[config.mk]
export PLATFORM = sky130hd
export DESIGN_NAME = i2c_master_bit_sequencer
export DESIGN_NICKNAME = d
export VERILOG_FILES = /design/src/hw/rtl/i2cm_pkg.sv /design/src/hw/rtl/i2cm_front.sv /design/src/hw/rtl/i2cm_back.sv /design/src/hw/rtl/i2c_master_bit_sequencer.sv
export VERILOG_INCLUDE_DIRS = /design/src /design/src/hw/rtl
export SDC_FILE = /design/constraint.sdc
export NUM_CORES = 1
export LEC_CHECK = 0
export BUFFER_PORTS_ARGS = -buffer_cell sky130_fd_sc_hd__buf_4
export CAP_MARGIN = 25
export CORE_MARGIN = 4
export CORE_UTILIZATION = 43
export CTS_CLUSTER_SIZE = 12
export DETAILED_ROUTE_END_ITERATION = 10
export GPL_TIMING_DRIVEN = 0
export PLACE_DENSITY = 0.68
export SLEW_MARGIN = 15
export SYNTH_ARGS = -nofsm -noshare
export SYNTH_HDL_FRONTEND = slang
export SYNTH_SLANG_ARGS = --single-unit
[constraint.sdc]
create_clock -name clk_i -period 3 [get_ports clk_i]
set_clock_uncertainty 0.15 [all_clocks]
set_input_delay 0.15 -clock clk_i [delete_from_list [all_inputs] [get_ports clk_i]]
set_output_delay 0.15 -clock clk_i [all_outputs]
set_load 0.005 [all_outputs]
[src/hw/rtl/i2c_master_bit_sequencer_defines.svh]
// ----------------------------------------------------------------------------
// I2C master bit sequencer assertion macros
// Shared concurrent assertion forms for the sequencer modules.
// ----------------------------------------------------------------------------
`ifndef I2C_MASTER_BIT_SEQUENCER_DEFINES_SVH
`define I2C_MASTER_BIT_SEQUENCER_DEFINES_SVH

// Assertion checked on every rising clock edge while reset is released.
`define I2CM_ASSERT(lbl, clk, rst_n, prop, msg) \
  lbl: assert property (@(posedge clk) disable iff (!rst_n) prop) else $error(msg);

// Assertion checked on every rising clock edge, reset included.
`define I2CM_ASSERT_ALWAYS(lbl, clk, prop, msg) \
  lbl: assert property (@(posedge clk) prop) else $error(msg);

`endif

[src/hw/rtl/i2cm_pkg.sv]
// ----------------------------------------------------------------------------
// I2C master bit sequencer package
// Command codes, queue entry layout and sequence lengths.
// ----------------------------------------------------------------------------
package i2cm_pkg;

  // Command codes as they arrive on the request type field.
  typedef enum logic [1:0] {
    CMD_START = 2'd0,
    CMD_STOP  = 2'd1,
    CMD_WRITE = 2'd2,
    CMD_ACK   = 2'd3
  } cmd_e;

  localparam int unsigned StepW = 5;

  // Index of the final drive action of each command.
  localparam logic [StepW-1:0] START_LAST = StepW'(3);
  localparam logic [StepW-1:0] STOP_LAST  = StepW'(2);
  localparam logic [StepW-1:0] WRITE_LAST = StepW'(23);
  localparam logic [StepW-1:0] ACK_LAST   = StepW'(2);

  // Configuration register map.
  localparam int unsigned PaddrW         = 3;
  localparam logic        REG_HALF_PERIOD = 1'b0;
  localparam logic [15:0] HALF_PERIOD_RST = 16'd20;

  // One classified command waiting for the line sequencer.
  typedef struct packed {
    cmd_e             cmd;
    logic [7:0]       data;
    logic             sample;
    logic [StepW-1:0] last_step;
  } entry_t;

endpackage

[src/hw/rtl/i2cm_front.sv]
// ----------------------------------------------------------------------------
// I2C master command front end
// Accepts command items, classifies them and holds them in a short queue.
// ----------------------------------------------------------------------------
`include "i2c_master_bit_sequencer_defines.svh"

module i2cm_front
  import i2cm_pkg::*;
#(
  parameter int unsigned DEPTH = 2
) (
  input  logic       clk_i,
  input  logic       rst_ni,
  input  logic       in_valid_i,
  output logic       in_ready_o,
  input  logic [1:0] req_type_i,
  input  logic [7:0] data_byte_i,
  input  logic       ack_sample_i,
  output logic       q_valid_o,
  output entry_t     q_entry_o,
  input  logic       pop_i
);

  localparam int unsigned PtrW = $clog2(DEPTH);
  localparam int unsigned CntW = $clog2(DEPTH + 1);

  entry_t            mem_q [DEPTH];
  logic [PtrW-1:0]   wr_ptr_q, wr_ptr_d;
  logic [PtrW-1:0]   rd_ptr_q, rd_ptr_d;
  logic [CntW-1:0]   count_q, count_d;
  entry_t            new_entry;
  logic              push;

  // Classify the incoming item and fix its sequence length.
  always_comb begin
    new_entry.data   = data_byte_i;
    new_entry.sample = ack_sample_i;
    unique case (req_type_i)
      CMD_START: begin
        new_entry.cmd       = CMD_START;
        new_entry.last_step = START_LAST;
      end
      CMD_STOP: begin
        new_entry.cmd       = CMD_STOP;
        new_entry.last_step = STOP_LAST;
      end
      CMD_WRITE: begin
        new_entry.cmd       = CMD_WRITE;
        new_entry.last_step = WRITE_LAST;
      end
      default: begin
        new_entry.cmd       = CMD_ACK;
        new_entry.last_step = ACK_LAST;
      end
    endcase
  end

  assign in_ready_o = (count_q != CntW'(DEPTH));
  assign push       = in_valid_i && in_ready_o;
  assign q_valid_o  = (count_q != '0);
  assign q_entry_o  = mem_q[rd_ptr_q];

  // Pointer and fill count bookkeeping.
  always_comb begin
    wr_ptr_d = wr_ptr_q;
    rd_ptr_d = rd_ptr_q;
    count_d  = count_q;
    if (push) begin
      wr_ptr_d = (wr_ptr_q == PtrW'(DEPTH - 1)) ? '0 : wr_ptr_q + PtrW'(1);
    end
    if (pop_i) begin
      rd_ptr_d = (rd_ptr_q == PtrW'(DEPTH - 1)) ? '0 : rd_ptr_q + PtrW'(1);
    end
    if (push && !pop_i) begin
      count_d = count_q + CntW'(1);
    end else if (!push && pop_i) begin
      count_d = count_q - CntW'(1);
    end
  end

  always_ff @(posedge clk_i or negedge rst_ni) begin
    if (!rst_ni) begin
      wr_ptr_q <= '0;
      rd_ptr_q <= '0;
      count_q  <= '0;
    end else begin
      wr_ptr_q <= wr_ptr_d;
      rd_ptr_q <= rd_ptr_d;
      count_q  <= count_d;
    end
  end

  // Queue storage.
  always_ff @(posedge clk_i) begin
    if (push) begin
      mem_q[wr_ptr_q] <= new_entry;
    end
  end

  `I2CM_ASSERT(a_count_bound, clk_i, rst_ni, count_q <= CntW'(DEPTH), "queue overfilled")
  `I2CM_ASSERT(a_pop_nonempty, clk_i, rst_ni, pop_i |-> (count_q != '0), "pop from empty queue")
  `I2CM_ASSERT(a_push_count, clk_i, rst_ni, (push && !pop_i) |=> (count_q == $past(count_q) + CntW'(1)), "push lost")

endmodule

[src/hw/rtl/i2cm_back.sv]
// ----------------------------------------------------------------------------
// I2C master line sequencer back end
// Steps through each queued command and emits one drive result per cycle while results are taken.
// ----------------------------------------------------------------------------
`include "i2c_master_bit_sequencer_defines.svh"

module i2cm_back
  import i2cm_pkg::*;
(
  input  logic   clk_i,
  input  logic   rst_ni,
  input  logic   q_valid_i,
  input  entry_t q_entry_i,
  output logic   pop_o,
  output logic   out_valid_o,
  input  logic   out_ready_i,
  output logic   scl_level_o,
  output logic   sda_level_o,
  output logic   hold_half_period_o,
  output logic   nack_o,
  output logic   last_o
);

  // Position inside one data bit of a write.
  typedef enum logic [1:0] {
    PH_DATA = 2'd0,
    PH_HIGH = 2'd1,
    PH_LOW  = 2'd2
  } phase_e;

  entry_t           ent_q;
  logic             busy_q;
  logic [StepW-1:0] step_q;
  phase_e           phase_q;
  logic [7:0]       shreg_q;
  logic             scl_q, sda_q;
  logic             out_valid_q;
  logic             out_scl_q, out_sda_q, out_hold_q, out_nack_q, out_last_q;

  logic             scl_d, sda_d, hold_d, nack_d;
  logic             is_last, fire, pop;

  // Drive levels for the current action.
  always_comb begin
    scl_d  = scl_q;
    sda_d  = sda_q;
    hold_d = 1'b0;
    nack_d = 1'b0;
    unique case (ent_q.cmd)
      CMD_START: begin
        unique case (step_q[1:0])
          2'd0: sda_d = 1'b1;
          2'd1: begin
            scl_d  = 1'b1;
            hold_d = 1'b1;
          end
          2'd2: begin
            sda_d  = 1'b0;
            hold_d = 1'b1;
          end
          default: scl_d = 1'b0;
        endcase
      end
      CMD_STOP: begin
        unique case (step_q[1:0])
          2'd0: sda_d = 1'b0;
          2'd1: begin
            scl_d  = 1'b1;
            hold_d = 1'b1;
          end
          default: begin
            sda_d  = 1'b1;
            hold_d = 1'b1;
          end
        endcase
      end
      CMD_WRITE: begin
        unique case (phase_q)
          PH_DATA: sda_d = shreg_q[7];
          PH_HIGH: begin
            scl_d  = 1'b1;
            hold_d = 1'b1;
          end
          default: begin
            scl_d  = 1'b0;
            hold_d = 1'b1;
          end
        endcase
      end
      default: begin
        unique case (step_q[1:0])
          2'd0: sda_d = 1'b1;
          2'd1: begin
            scl_d  = 1'b1;
            hold_d = 1'b1;
          end
          default: begin
            scl_d  = 1'b0;
            nack_d = ent_q.sample;
          end
        endcase
      end
    endcase
  end

  // An action fires when the output register is free; the next command is
  // loaded in the same cycle the current one issues its final action.
  assign is_last = (step_q == ent_q.last_step);
  assign fire    = busy_q && (!out_valid_q || out_ready_i);
  assign pop     = q_valid_i && (!busy_q || (fire && is_last));
  assign pop_o   = pop;

  // Sequencer state, line state and output register.
  always_ff @(posedge clk_i or negedge rst_ni) begin
    if (!rst_ni) begin
      ent_q       <= '0;
      busy_q      <= 1'b0;
      step_q      <= '0;
      phase_q     <= PH_DATA;
      shreg_q     <= '0;
      scl_q       <= 1'b1;
      sda_q       <= 1'b1;
      out_valid_q <= 1'b0;
      out_scl_q   <= 1'b1;
      out_sda_q   <= 1'b1;
      out_hold_q  <= 1'b0;
      out_nack_q  <= 1'b0;
      out_last_q  <= 1'b0;
    end else begin
      if (fire) begin
        out_valid_q <= 1'b1;
        out_scl_q   <= scl_d;
        out_sda_q   <= sda_d;
        out_hold_q  <= hold_d;
        out_nack_q  <= nack_d;
        out_last_q  <= is_last;
        scl_q       <= scl_d;
        sda_q       <= sda_d;
      end else if (out_ready_i) begin
        out_valid_q <= 1'b0;
      end
      // A newly loaded command takes over the step counters.
      if (pop) begin
        ent_q   <= q_entry_i;
        busy_q  <= 1'b1;
        step_q  <= '0;
        phase_q <= PH_DATA;
        shreg_q <= q_entry_i.data;
      end else if (fire) begin
        step_q <= step_q + StepW'(1);
        unique case (phase_q)
          PH_DATA: phase_q <= PH_HIGH;
          PH_HIGH: phase_q <= PH_LOW;
          default: begin
            phase_q <= PH_DATA;
            shreg_q <= {shreg_q[6:0], 1'b0};
          end
        endcase
        if (is_last) begin
          busy_q <= 1'b0;
        end
      end
    end
  end

  assign out_valid_o        = out_valid_q;
  assign scl_level_o        = out_scl_q;
  assign sda_level_o        = out_sda_q;
  assign hold_half_period_o = out_hold_q;
  assign nack_o             = out_nack_q;
  assign last_o             = out_last_q;

  `I2CM_ASSERT(a_busy_holds, clk_i, rst_ni, (fire && !is_last) |=> busy_q, "command dropped early")
  `I2CM_ASSERT(a_write_end, clk_i, rst_ni, (busy_q && ent_q.cmd == CMD_WRITE && is_last) |-> (phase_q == PH_LOW), "write ends mid bit")
  `I2CM_ASSERT(a_start_scl, clk_i, rst_ni, (fire && is_last && ent_q.cmd == CMD_START) |=> !scl_q, "start leaves SCL released")

endmodule

[src/hw/rtl/i2c_master_bit_sequencer.sv]
// ----------------------------------------------------------------------------
// I2C master bit sequencer
// An item accepted into an idle block is written to the queue, loaded into the
// back end command register and then gives its first drive result from the
// output register. The back end gives one result per cycle while results are
// taken; start gives 4 results, stop 3, write 24 and acknowledge 3.
// Reset: both lines released, queue empty, half period register at 20.
// ----------------------------------------------------------------------------
module i2c_master_bit_sequencer
  import i2cm_pkg::*;
#(
  parameter int unsigned QUEUE_DEPTH = 2
) (
  input  logic              clk_i,
  input  logic              rst_ni,
  // Configuration port
  input  logic              psel,
  input  logic              penable,
  input  logic              pwrite,
  input  logic [PaddrW-1:0] paddr,
  input  logic [31:0]       pwdata,
  output logic [31:0]       prdata,
  output logic              pready,
  // Command items
  input  logic              in_valid_i,
  output logic              in_ready_o,
  input  logic [1:0]        req_type_i,
  input  logic [7:0]        data_byte_i,
  input  logic              ack_sample_i,
  // Drive result items
  output logic              out_valid_o,
  input  logic              out_ready_i,
  output logic              scl_level_o,
  output logic              sda_level_o,
  output logic              hold_half_period_o,
  output logic              nack_o,
  output logic              last_o
);

  logic [15:0] half_period_q;
  logic        q_valid, pop;
  entry_t      q_entry;

  // Half period register; it is read back through the configuration port.
  always_ff @(posedge clk_i or negedge rst_ni) begin
    if (!rst_ni) begin
      half_period_q <= HALF_PERIOD_RST;
    end else if (psel && penable && pwrite && paddr[PaddrW-1] == REG_HALF_PERIOD) begin
      half_period_q <= pwdata[15:0];
    end
  end

  assign pready = 1'b1;
  assign prdata = (paddr[PaddrW-1] == REG_HALF_PERIOD) ? {16'd0, half_period_q} : 32'd0;

  i2cm_front #(
    .DEPTH (QUEUE_DEPTH)
  ) u_front (
    .clk_i        (clk_i),
    .rst_ni       (rst_ni),
    .in_valid_i   (in_valid_i),
    .in_ready_o   (in_ready_o),
    .req_type_i   (req_type_i),
    .data_byte_i  (data_byte_i),
    .ack_sample_i (ack_sample_i),
    .q_valid_o    (q_valid),
    .q_entry_o    (q_entry),
    .pop_i        (pop)
  );

  i2cm_back u_back (
    .clk_i              (clk_i),
    .rst_ni             (rst_ni),
    .q_valid_i          (q_valid),
    .q_entry_i          (q_entry),
    .pop_o              (pop),
    .out_valid_o        (out_valid_o),
    .out_ready_i        (out_ready_i),
    .scl_level_o        (scl_level_o),
    .sda_level_o        (sda_level_o),
    .hold_half_period_o (hold_half_period_o),
    .nack_o             (nack_o),
    .last_o             (last_o)
  );

endmodule

==> summary.txt, run 1 <==
status = finished, final reports clean
iteration-0 DRC count of the detailed router = 70
GP Congestion = 0.8370
antenna fix cells = 0
P per Cell Area = 758.7 nW/um^2
number of vias per cell = 4.642
Num CTS Buffers = 9
FMAX = 0.4134 GHz
clock sinks = 74
I/O pins = 93
pre-CTS setup slack = 0.5743 ns
Total Routing Usage GR = 0.1368
grt ovf = 0
Top FF cell, synth = dfrtp_1
commonest non-fill, non-tap cell in the layout = buf_4
crit path time final = 2.419 ns
R2R setup slack = 0.58 ns
top cells by area, synth = dfrtp_1 (31%), edfxtp_1 (22%), mux2_2 (8.0%)
synth unique cells = 39
vias in the first global route = 2,284
core area = 7807 sq um
H-tree levels = 3
Synth Instances = 271
YS warnings = 0
HPWL after DPL = 4.395 mm
maximum vdd drop = 0.4647 mV
Layout area overhead = 31.51%
simple-gate portion of the synthesized area = 0.09825
nets@finish = 447
type of the most critical hold path = in -> reg
multiplexer area fraction after synthesis = 0.1547
share of cells above drive strength 1 = 0.3419
post-synthesis register bit count = 74
maxcap violations = 0
Starting Density = 0.4486
Post-synth EDFFs = 26
area leader, netlist = dfrtp_1
largest net degree at the start of global routing = 49
first-pass GRT wire length = 10.67 mm
die area = 9652 sq um
Die Span X = 98.25 um
CP Capture Type = flip-flop
Clock Latency Late Sink = 0.34 ns
setup TNS = 0 ns
crit-path max FO = 10
Vert. Die Dim = 98.25 um
post-synth top area share = 0.3144
critical path class = reg -> reg
row cnt = 32
final hold slack = 0.1332 ns
Worst-Margin Slew = 0.5959 ns
Power Total = 3.494 mW
largest family of logic cells by synthesized area = multiplexers
number of remaining DRC errors = 0
Max-slew headroom = 0.6027
TritonRoute pass-1 iters = 4
DRT antenna net count = 0
hold buffer count at CTS = 29
vias post-DR = 2,279
Mapped Avg Cell Area = 12.92 sq um
CTS clk-pin slew, worst paths = 0.07 ns
Arr. time, crit path = 2.53 ns
Routed Wire Length = 6.278 mm
per-cell routed wire length = 12.79 um
Compound-Gate Fraction of Synth Area = 0.04573
final hold vios = 0
register area share after synthesis = 0.5673
port buffer count = 57
antenna violations before repair = 0
commonest non-fill, non-tap cells in the layout = buf_4 (75), dfrtp_1 (44), dlygate4sd3_1 (29)
Syn Std Cell Area = 3502 sq um
fraction of registers with async set/reset = 0.6486
CTS tree = yes
Synth Area in XOR/XNOR = 0.02965
fin worst setup slack = 0.5810 ns
Post-CTS Setup Repair Bufs = 0
clk root buf = clkbuf_8
post-CTS resize count = 0
RSZ-0062 raised after global routing = false
Adder-Cell Fraction of Synth Area = 0.03573
Clock Tree Buf Depth = 2
WP data required = 3.11 ns
period utilization = 0.8063
CP Launch Type = flip-flop
Max Slew Vio Count = 0
final setup vio count = 0
Pleak = 2.048 nW
final cells by class:
class | count | area, sq um
tap | 102 | 127.6
multi-input combinational | 173 | 1339
clock buffer | 10 | 127.6
sequential | 74 | 1987
clock inverter | 6 | 66.31
buffer | 29 | 195.2
fill | 645 | 3202
timing repair buffer | 87 | 725.7
inverter | 10 | 37.54
sequential cells by signal, summed over array words and instances (netlist names), 2 cells and up:
name	count
u_front.mem_q	26
half_period_q	16
u_back.shreg_q	8
u_back.ent_q	6
u_back.step_q	5
u_back.phase_q	2
u_front.count_q	2
Yosys cell counts, types with 4 or more instances:
library cell,number
a21oi_1,5
and3_1,4
buf_2,5
buf_4,17
clkbuf_1,4
dfrtp_1,44
dfstp_2,4
edfxtp_1,26
ha_1,10
inv_1,10
mux2_2,25
mux2i_1,26
nand2_1,12
nand2b_1,6
nand3_1,4
nor2_1,11
nor2b_1,18
o21ai_0,5
xnor2_1,5
xor2_1,5
stage by stage:
step / instance area, sq um / instances / util
6_report: 4606 / 491 / 0.5899
5_1_grt: 4606 / 491 / 0.5899
4_1_cts: 4606 / 491 / 0.5899
3_5_place_dp: 4121 / 446 / 0.5279
3_3_place_gp: 4114 / 445 / 0.5269
2_1_floorplan: 3558 / 286 / -
worst paths after layout:
path | from | cells past startpoint | end
max in group asynchronous | rst_ni | 2 | half_period_q[12]$_DFFE_PN0P_
min in group asynchronous | rst_ni | 2 | u_back.ent_q[14]$_DFFE_PN0N_
worst min-delay path | out_ready_i | 4 | u_back.out_valid_o$_DFFE_PN0P_
worst max-delay path | u_back.step_q[0]$_DFFE_PN0P_ | 9 | u_front.count_q[1]$_DFFE_PN0P_
worst min register to register | u_back.hold_half_period_o$_DFFE_PN0P_ | 2 | u_back.hold_half_period_o$_DFFE_PN0P_
worst max register to register | u_back.step_q[0]$_DFFE_PN0P_ | 9 | u_front.count_q[1]$_DFFE_PN0P_
kinds of logic after synthesis:
kind of cell | after synthesis
multiplexers | 51
AO/OA/AOI/OAI | 20
other | 2
XOR/XNOR | 11
buffers and inverters | 39
flip-flops | 74
AND/OR/NAND/NOR | 64
adder cells (fa/ha/maj) | 10
layer usage:
metal  vias to the layer above  wire length, um  global-route usage
met4                         0              127             0.05777
met5                         -                0                   0
li1                       1128                -                   -
met1                      1065             2722              0.1755
met3                        12              424             0.03357
met2                        74             3004              0.2220
worst max-delay path: stages (launching register included):
cell      delay, ns
dfrtp_1        0.47
xnor2_1        0.24
o211ai_2       0.20
o41ai_4        0.43
buf_6          0.23
inv_1          0.05
ha_1           0.18
xor2_1         0.14
nor2_1         0.11
xor2_1         0.14
where the power goes:
part | switching [mW] | total, mW | leakage [nW] | internal, mW
Clock | 0.365 | 0.752 | 0.101 | 0.387
Combinational | 0.554 | 1.17 | 1.14 | 0.612
Sequential | 0.192 | 1.58 | 0.808 | 1.38
Total | 1.11 | 3.49 | 2.05 | 2.38
Note: power is estimated with default switching activity, not from simulation.
==> run 2, diff against run 1 <==
Settings changed: PLACE_DENSITY 0.68 to 0.71.
Clock period 3 ns to 2.16 ns, I/O delays scaled along.
==> run 2 against run 1 <==
Compared with the run above:
- via count increased by 1.1%
- critical path type unchanged
- cell count increased by 1.6%
- critical endpoint unchanged
- count of clock-buffer cells in the layout unchanged
- highest routed layer unchanged
- worst setup slack got worse by 0.52 ns
==> summary.txt, run 2 (synthesis gave the netlist of run 1 again) <==
antenna fix cells = 0 (unchanged)
number of remaining DRC errors = 0 (unchanged)
GP Congestion = 0.7965 (-4.8%)
clk root buf = clkbuf_8
number of vias per cell = 4.617 (-0.52%)
critical path class = reg -> reg
P per Cell Area = 1097 nW/um^2 (+45%)
first-pass GRT wire length = 11.03 mm (+3.4%)
H-tree levels = 3 (unchanged)
Clock Tree Buf Depth = 2 (unchanged)
per-cell routed wire length = 13.26 um (+3.7%)
crit-path max FO = 3 (-7)
largest net degree at the start of global routing = 49 (unchanged)
fin worst setup slack = 0.06545 ns (-0.5156 ns)
final hold vios = 0 (unchanged)
maximum vdd drop = 0.6917 mV (+49%)
Biggest register = u_front.mem_q
commonest non-fill, non-tap cells in the layout = buf_4 (83), dfrtp_1 (42), dlygate4sd3_1 (29)
nets@finish = 455 (+1.8%)
TritonRoute pass-1 iters = 4 (unchanged)
vias in the first global route = 2,318 (+1.5%)
Pleak = 2.112 nW (+3.1%)
final hold slack = 0.003291 ns (-0.1299 ns)
maxcap violations = 0 (unchanged)
crit path time final = 2.095 ns (-0.3244 ns)
CTS tree = yes
Total Routing Usage GR = 0.1409 (+0.004081)
status = finished, final reports clean
FMAX = 0.4774 GHz (+15%)
period utilization = 0.9697 (+0.1634)
Num CTS Buffers = 9 (unchanged)
Die Span X = 98.25 um (unchanged)
final setup vio count = 0 (unchanged)
Starting Density = 0.4486 (unchanged)
utilization after layout = 0.6072 (+0.01731)
Routed Wire Length = 6.617 mm (+5.4%)
iteration-0 DRC count of the detailed router = 96 (+37%)
die area = 9652 sq um (unchanged)
pre-CTS setup slack = -0.2458 ns (-0.8201 ns)
Fill cells = 612 (-5.1%)
Arr. time, crit path = 2.20 ns (-0.33 ns)
CP Launch Type = flip-flop
antenna violations before repair = 0 (unchanged)
CTS clk-pin slew, worst paths = 0.08 ns (about the same)
Vert. Die Dim = 98.25 um (unchanged)
R2R setup slack = 0.07 ns (-0.52 ns)
Layout area overhead = 35.37%
registers with the most flip-flops = u_front.mem_q: 26 flops, half_period_q: 16 flops, u_back.shreg_q: 8 flops
type of the most critical hold path = in -> reg
share of cells above drive strength 1 = 0.3678 (+0.02586)
Worst-Margin Slew = 0.6003 ns (+0.004386 ns)
core area = 7807 sq um (unchanged)
commonest non-fill, non-tap cell in the layout = buf_4
Max Slew Vio Count = 0 (unchanged)
vias post-DR = 2,304 (+1.1%)
final instance area = 4741 sq um (+2.9%)
clock sinks = 74 (unchanged)
setup TNS = 0 ns (unchanged)
WP data required = 2.27 ns (-0.84 ns)
RSZ-0062 raised after global routing = true
DRT antenna net count = 0 (unchanged)
dpl cell area = 4121 sq um (unchanged)
I/O pins = 93 (unchanged)
row cnt = 32 (unchanged)
Clock Latency Late Sink = 0.34 ns (about the same)
port buffer count = 57 (unchanged)
grt ovf = 0 (unchanged)
Max-slew headroom = 0.5998 (-0.002924)
max reg flops = 26 (unchanged)
HPWL after DPL = 4.292 mm (-2.4%)
CP Capture Type = flip-flop
run 2: changes by cell type in the layout (fill, tap and decap cells not counted), sizes merged:
cell / before / now
buf: 82 / 90
bufinv: 1 / 3
clkinv: 4 / 1
inv: 11 / 12
run 2: final cells by class:
cell class                 instances  area, sq um  area share
inverter                          10        40.04    0.008445
timing repair buffer              95        785.8      0.1657
tap                              102        127.6     0.02692
sequential                        74         1989      0.4196
buffer                            29        201.4     0.04249
clock buffer                      10        127.6     0.02692
multi-input combinational        173         1356      0.2861
clock inverter                     6        112.6     0.02375
run 2: report_power, final:
group,switching (mW),total (mW),internal (mW)
combinational,0.810,1.72,0.908
clock,0.523,1.30,0.774
sequential,0.261,2.19,1.93
total,1.59,5.20,3.61
run 2: path summary, 6_finish.rpt:
kind	endpoint	cells after the start	from
worst min register to register	u_back.nack_o$_DFFE_PN0P_	2	u_back.nack_o$_DFFE_PN0P_
max in group asynchronous	u_back.step_q[0]$_DFFE_PN0P_	2	rst_ni
worst min-delay path	u_back.out_valid_o$_DFFE_PN0P_	4	out_ready_i
min in group asynchronous	u_back.hold_half_period_o$_DFFE_PN0P_	2	rst_ni
worst max register to register	u_front.count_q[1]$_DFFE_PN0P_	9	u_back.ent_q[2]$_DFFE_PN0N_
worst max-delay path	u_front.count_q[1]$_DFFE_PN0P_	9	u_back.ent_q[2]$_DFFE_PN0N_
run 2: routing by layer:
| metal | share of wire | up-vias | GRT usage |
|---|---|---|---|
| met5 | 0 | - | 0 |
| met4 | 0.015 | 0 | 0.04727 |
| met2 | 0.48 | 72 | 0.2346 |
| met3 | 0.066 | 10 | 0.03286 |
| li1 | - | 1139 | - |
| met1 | 0.43 | 1083 | 0.1817 |
run 2: worst max-delay path, stage by stage (launching register included):
cell and delay (ns):
dfrtp_1 0.43, nor3_2 0.24, o211ai_2 0.15, o41ai_4 0.29, buf_6 0.16, inv_4 0.03, ha_4 0.14, xor2_1 0.13
nor2_1 0.13, xor2_1 0.16
run 2: per-stage QoR:
| stage | power (mW) | cells |
|---|---|---|
| final | 5.203 | 499 |
| after global routing | 5.574 | 499 |
| after CTS | 5.201 | 496 |
| after detailed placement | 3.801 | 446 |
| after global placement | 3.736 | 445 |
| after floorplan | 3.303 | 286 |
run 2: timing repair:
action                                 4_1_cts  5_1_grt
endpoints found under the hold margin       87        0
setup endpoints to repair                    2        1
hold buffers                                29        0
setup buffers                                5        3
gates resized for setup                      3        7
pin swaps                                    2        4
==> run 3, diff against run 2 <==
Settings changed: ABC_AREA from default to 1.
==> run 3 against run 2 <==
Compared with the run above:
- global-route usage is 1.6 points higher
- non-clock buffer count is 2 higher
- register-to-register slack better by 0.12 ns
- power is 2.4% higher
- utilization is 1.1 points lower
- synthesized area is 0.82% lower
- via count is 20% higher
- combinational power is 26% higher
- cell count is 20% higher
- critical endpoint unchanged
- highest routed layer unchanged
==> summary.txt, run 3 <==
status = finished, final reports clean
Mapped Avg Cell Area = 9.387 sq um (-27%)
Gate power share = 0.405 (+0.075)
critical path class = reg -> reg
Layout area overhead = 34.08%
Starting Density = 0.4449 (-0.003686)
top cells by count, synth = nand2_1 (76), nor2_1 (53), dfrtp_1 (44)
vias post-DR = 2,773 (+20%)
antenna fix cells = 0 (unchanged)
antenna violations before repair = 0 (unchanged)
row cnt = 32 (unchanged)
Switch Pwr = 2.006 mW (+26%)
Num CTS Buffers = 9 (unchanged)
maximum vdd drop = 0.7356 mV (+6.4%)
utilization after layout = 0.5965 (-0.01074)
per-cell routed wire length = 12.02 um (-9.4%)
Worst path slowest cell = dfrtp_1
hold path start = penable
vias in the first global route = 2,700 (+16%)
first-pass GRT wire length = 12.23 mm (+11%)
WP data required = 2.23 ns (-0.04 ns)
final hold vios = 0 (unchanged)
CP startpoint = u_front.count_q[0]$_DFFE_PN0P_
Fill cells = 659 (+7.7%)
RSZ-0062 raised after global routing = false
CTS tree = yes
register area share after synthesis = 0.5720 (+0.004701)
CP Launch Type = flip-flop
Post-synth EDFFs = 26 (unchanged)
Compound-Gate Fraction of Synth Area = 0.06052 (+0.01479)
period utilization = 0.9122 (-0.05746)
clk root buf = clkbuf_8
registers with the most flip-flops = u_front.mem_q: 26 flops, half_period_q: 16 flops, u_back.shreg_q: 8 flops
max reg flops = 26 (unchanged)
Arr. time, crit path = 2.04 ns (-0.16 ns)
P per Cell Area = 1144 nW/um^2 (+4.2%)
grt ovf = 0 (unchanged)
Top FF cell, synth = dfrtp_1
GP Congestion = 0.9081 (+14%)
synth unique cells = 28 (-28%)
largest family of logic cells by synthesized area = simple AND/OR/NAND/NOR gates
Max-slew headroom = 0.6002 (about the same)
crit path time final = 1.970 ns (-0.1241 ns)
Adder-Cell Fraction of Synth Area = 0.03602 (+0.0002960)
CTS clk-pin slew, worst paths = 0.08 ns (about the same)
Critical Path Max Stage Delay = 0.40 ns (-0.03 ns)
core area = 7807 sq um (unchanged)
I/O pins = 93 (unchanged)
Reg power frac = 0.410 (-0.010)
largest net degree at the start of global routing = 49 (unchanged)
nets@finish = 555 (+22%)
DRT antenna net count = 0 (unchanged)
crit-path max FO = 14 (+11)
number of vias per cell = 4.629 (+0.26%)
Vert. Die Dim = 97.88 um (-0.38%)
final setup vio count = 0 (unchanged)
YS warnings = 0 (unchanged)
most frequent cell after synthesis = nand2_1
Syn Std Cell Area = 3473 sq um (-0.82%)
Worst-Margin Slew = 0.5997 ns (-0.0005456 ns)
port buffer count = 56 (-1.8%)
die area = 9580 sq um (-0.75%)
Clock Latency Late Sink = 0.35 ns (about the same)
share of cells above drive strength 1 = 0.2475 (-0.1203)
multiplexer area fraction after synthesis = 0.03458 (-0.1201)
crit-path cells = inv_1, nand2_1, nand2_2, buf_6, ha_4, a21oi_2, o21ai_1, xor2_1
area leader, netlist = dfrtp_1
simple-gate portion of the synthesized area = 0.1873 (+0.08907)
clock sinks = 74 (unchanged)
Power Internal = 3.321 mW (-8.0%)
Worst R2R Start = u_front.count_q[0]$_DFFE_PN0P_
Max Slew Vio Count = 0 (unchanged)
post-synth top area share = 0.3170 (+0.002605)
number of remaining DRC errors = 0 (unchanged)
H-tree levels = 3 (unchanged)
Biggest register = u_front.mem_q
R2R setup slack = 0.19 ns (+0.12 ns)
fraction of registers with async set/reset = 0.6486 (unchanged)
fin worst setup slack = 0.1896 ns (+0.1241 ns)
Total Routing Usage GR = 0.1570 (+0.01612)
Clk pwr share = 0.185 (-0.064)
Synth Area in XOR/XNOR = 0.007565 (-0.02209)
maxcap violations = 0 (unchanged)
Clock Tree Buf Depth = 2 (unchanged)
pre-CTS setup slack = -0.2598 ns (-0.01399 ns)
TritonRoute pass-1 iters = 4 (unchanged)
post-synthesis register bit count = 74 (unchanged)
CP Capture Type = flip-flop
FMAX = 0.5075 GHz (+6.3%)
commonest non-fill, non-tap cell in the layout = buf_4
top cells by area, synth = dfrtp_1 (32%), edfxtp_1 (22%), nand2_1 (8.2%)
Switching Share = 0.3765 (+0.07014)
type of the most critical hold path = in -> reg
Synth Instances = 370 (+37%)
Routed Wire Length = 7.199 mm (+8.8%)
Pleak = 2.304 nW (+9.1%)
commonest non-fill, non-tap cells in the layout = buf_4 (84), nand2_1 (75), nor2_1 (53)
iteration-0 DRC count of the detailed router = 166 (+73%)
HPWL after DPL = 4.884 mm (+14%)
Die Span X = 97.88 um (-0.38%)
-- run 3: timing repair --
action | 4_1_cts | 5_1_grt
hold endpoints to repair | 87 | 0
gates resized for setup | 6 | 3
hold buffers | 29 | 0
pin swaps | 3 | 3
buffers inserted | 4 | 5
gates cloned | 0 | 1
setup endpoints to repair | 2 | 1
-- run 3: metrics by stage --
step | power, mW | area (sq um) | TNS, ns | cells | hold slack, ns
6_report | 5.326 | 4657 | 0 | 599 | 0.03754
5_1_grt | 5.775 | 4657 | 0 | 599 | 0.07410
4_1_cts | 5.299 | 4618 | 0 | 594 | 0.02441
3_5_place_dp | 4.173 | 4093 | -0.2598 | 545 | 0.007575
3_3_place_gp | 4.065 | 4078 | -0.2081 | 543 | 0.007609
2_1_floorplan | 3.552 | 3530 | 0 | 385 | -0.3376
-- run 3: layer usage --
layer	track usage	part of all wire
met1	0.2019	0.43
met2	0.2539	0.50
met3	0.03786	0.046
met4	0.06709	0.022
met5	0	0
-- run 3: power groups by stage --
stage | sequential (mW) | clock, mW | combinational (mW)
3_5_place_dp | 2.20 | 0 | 1.97
5_1_grt | 2.24 | 1.08 | 2.45
2_1_floorplan | 2.15 | 0 | 1.41
3_3_place_gp | 2.18 | 0 | 1.88
4_1_cts | 2.18 | 1.02 | 2.10
6_report | 2.18 | 0.987 | 2.16
-- run 3: cell families after synthesis --
group / count (synthesis)
flops: 74
mux: 12
xor+xnor: 3
other cells: 2
compound gates: 39
buf+inv: 70
simple gates: 160
fa+ha+maj: 10
-- run 3: layout make-up --
cell class / count / area [sq um] / area share
inverters: 40 / 152.6 / 0.03278
flip-flops and latches: 74 / 1989 / 0.4272
clock inverters: 7 / 60.06 / 0.01290
multi-input cells: 241 / 1220 / 0.2620
well taps: 102 / 127.6 / 0.02740
clock buffers: 9 / 123.9 / 0.02660
repair buffers: 97 / 798.3 / 0.1714
plain buffers: 29 / 185.2 / 0.03976
-- run 3: worst max-delay path: cells and delay by family, from the launching register on --
family,cells,cell delay (ns)
AO/OA/AOI/OAI,2,0.17
XOR/XNOR,1,0.15
adder cells (fa/ha/maj),1,0.22
buffers and inverters,2,0.31
flip-flops,1,0.40
AND/OR/NAND/NOR,2,0.45
-- run 3: final timing paths --
kind,to,cells after the start
worst min register to register,half_period_q[4]$_DFFE_PN1P_,2
max in group asynchronous,u_back.step_q[1]$_DFFE_PN0P_,2
worst max register to register,u_front.count_q[1]$_DFFE_PN0P_,8
worst min-delay path,half_period_q[2]$_DFFE_PN1P_,4
min in group asynchronous,half_period_q[12]$_DFFE_PN0P_,2
worst max-delay path,u_front.count_q[1]$_DFFE_PN0P_,8
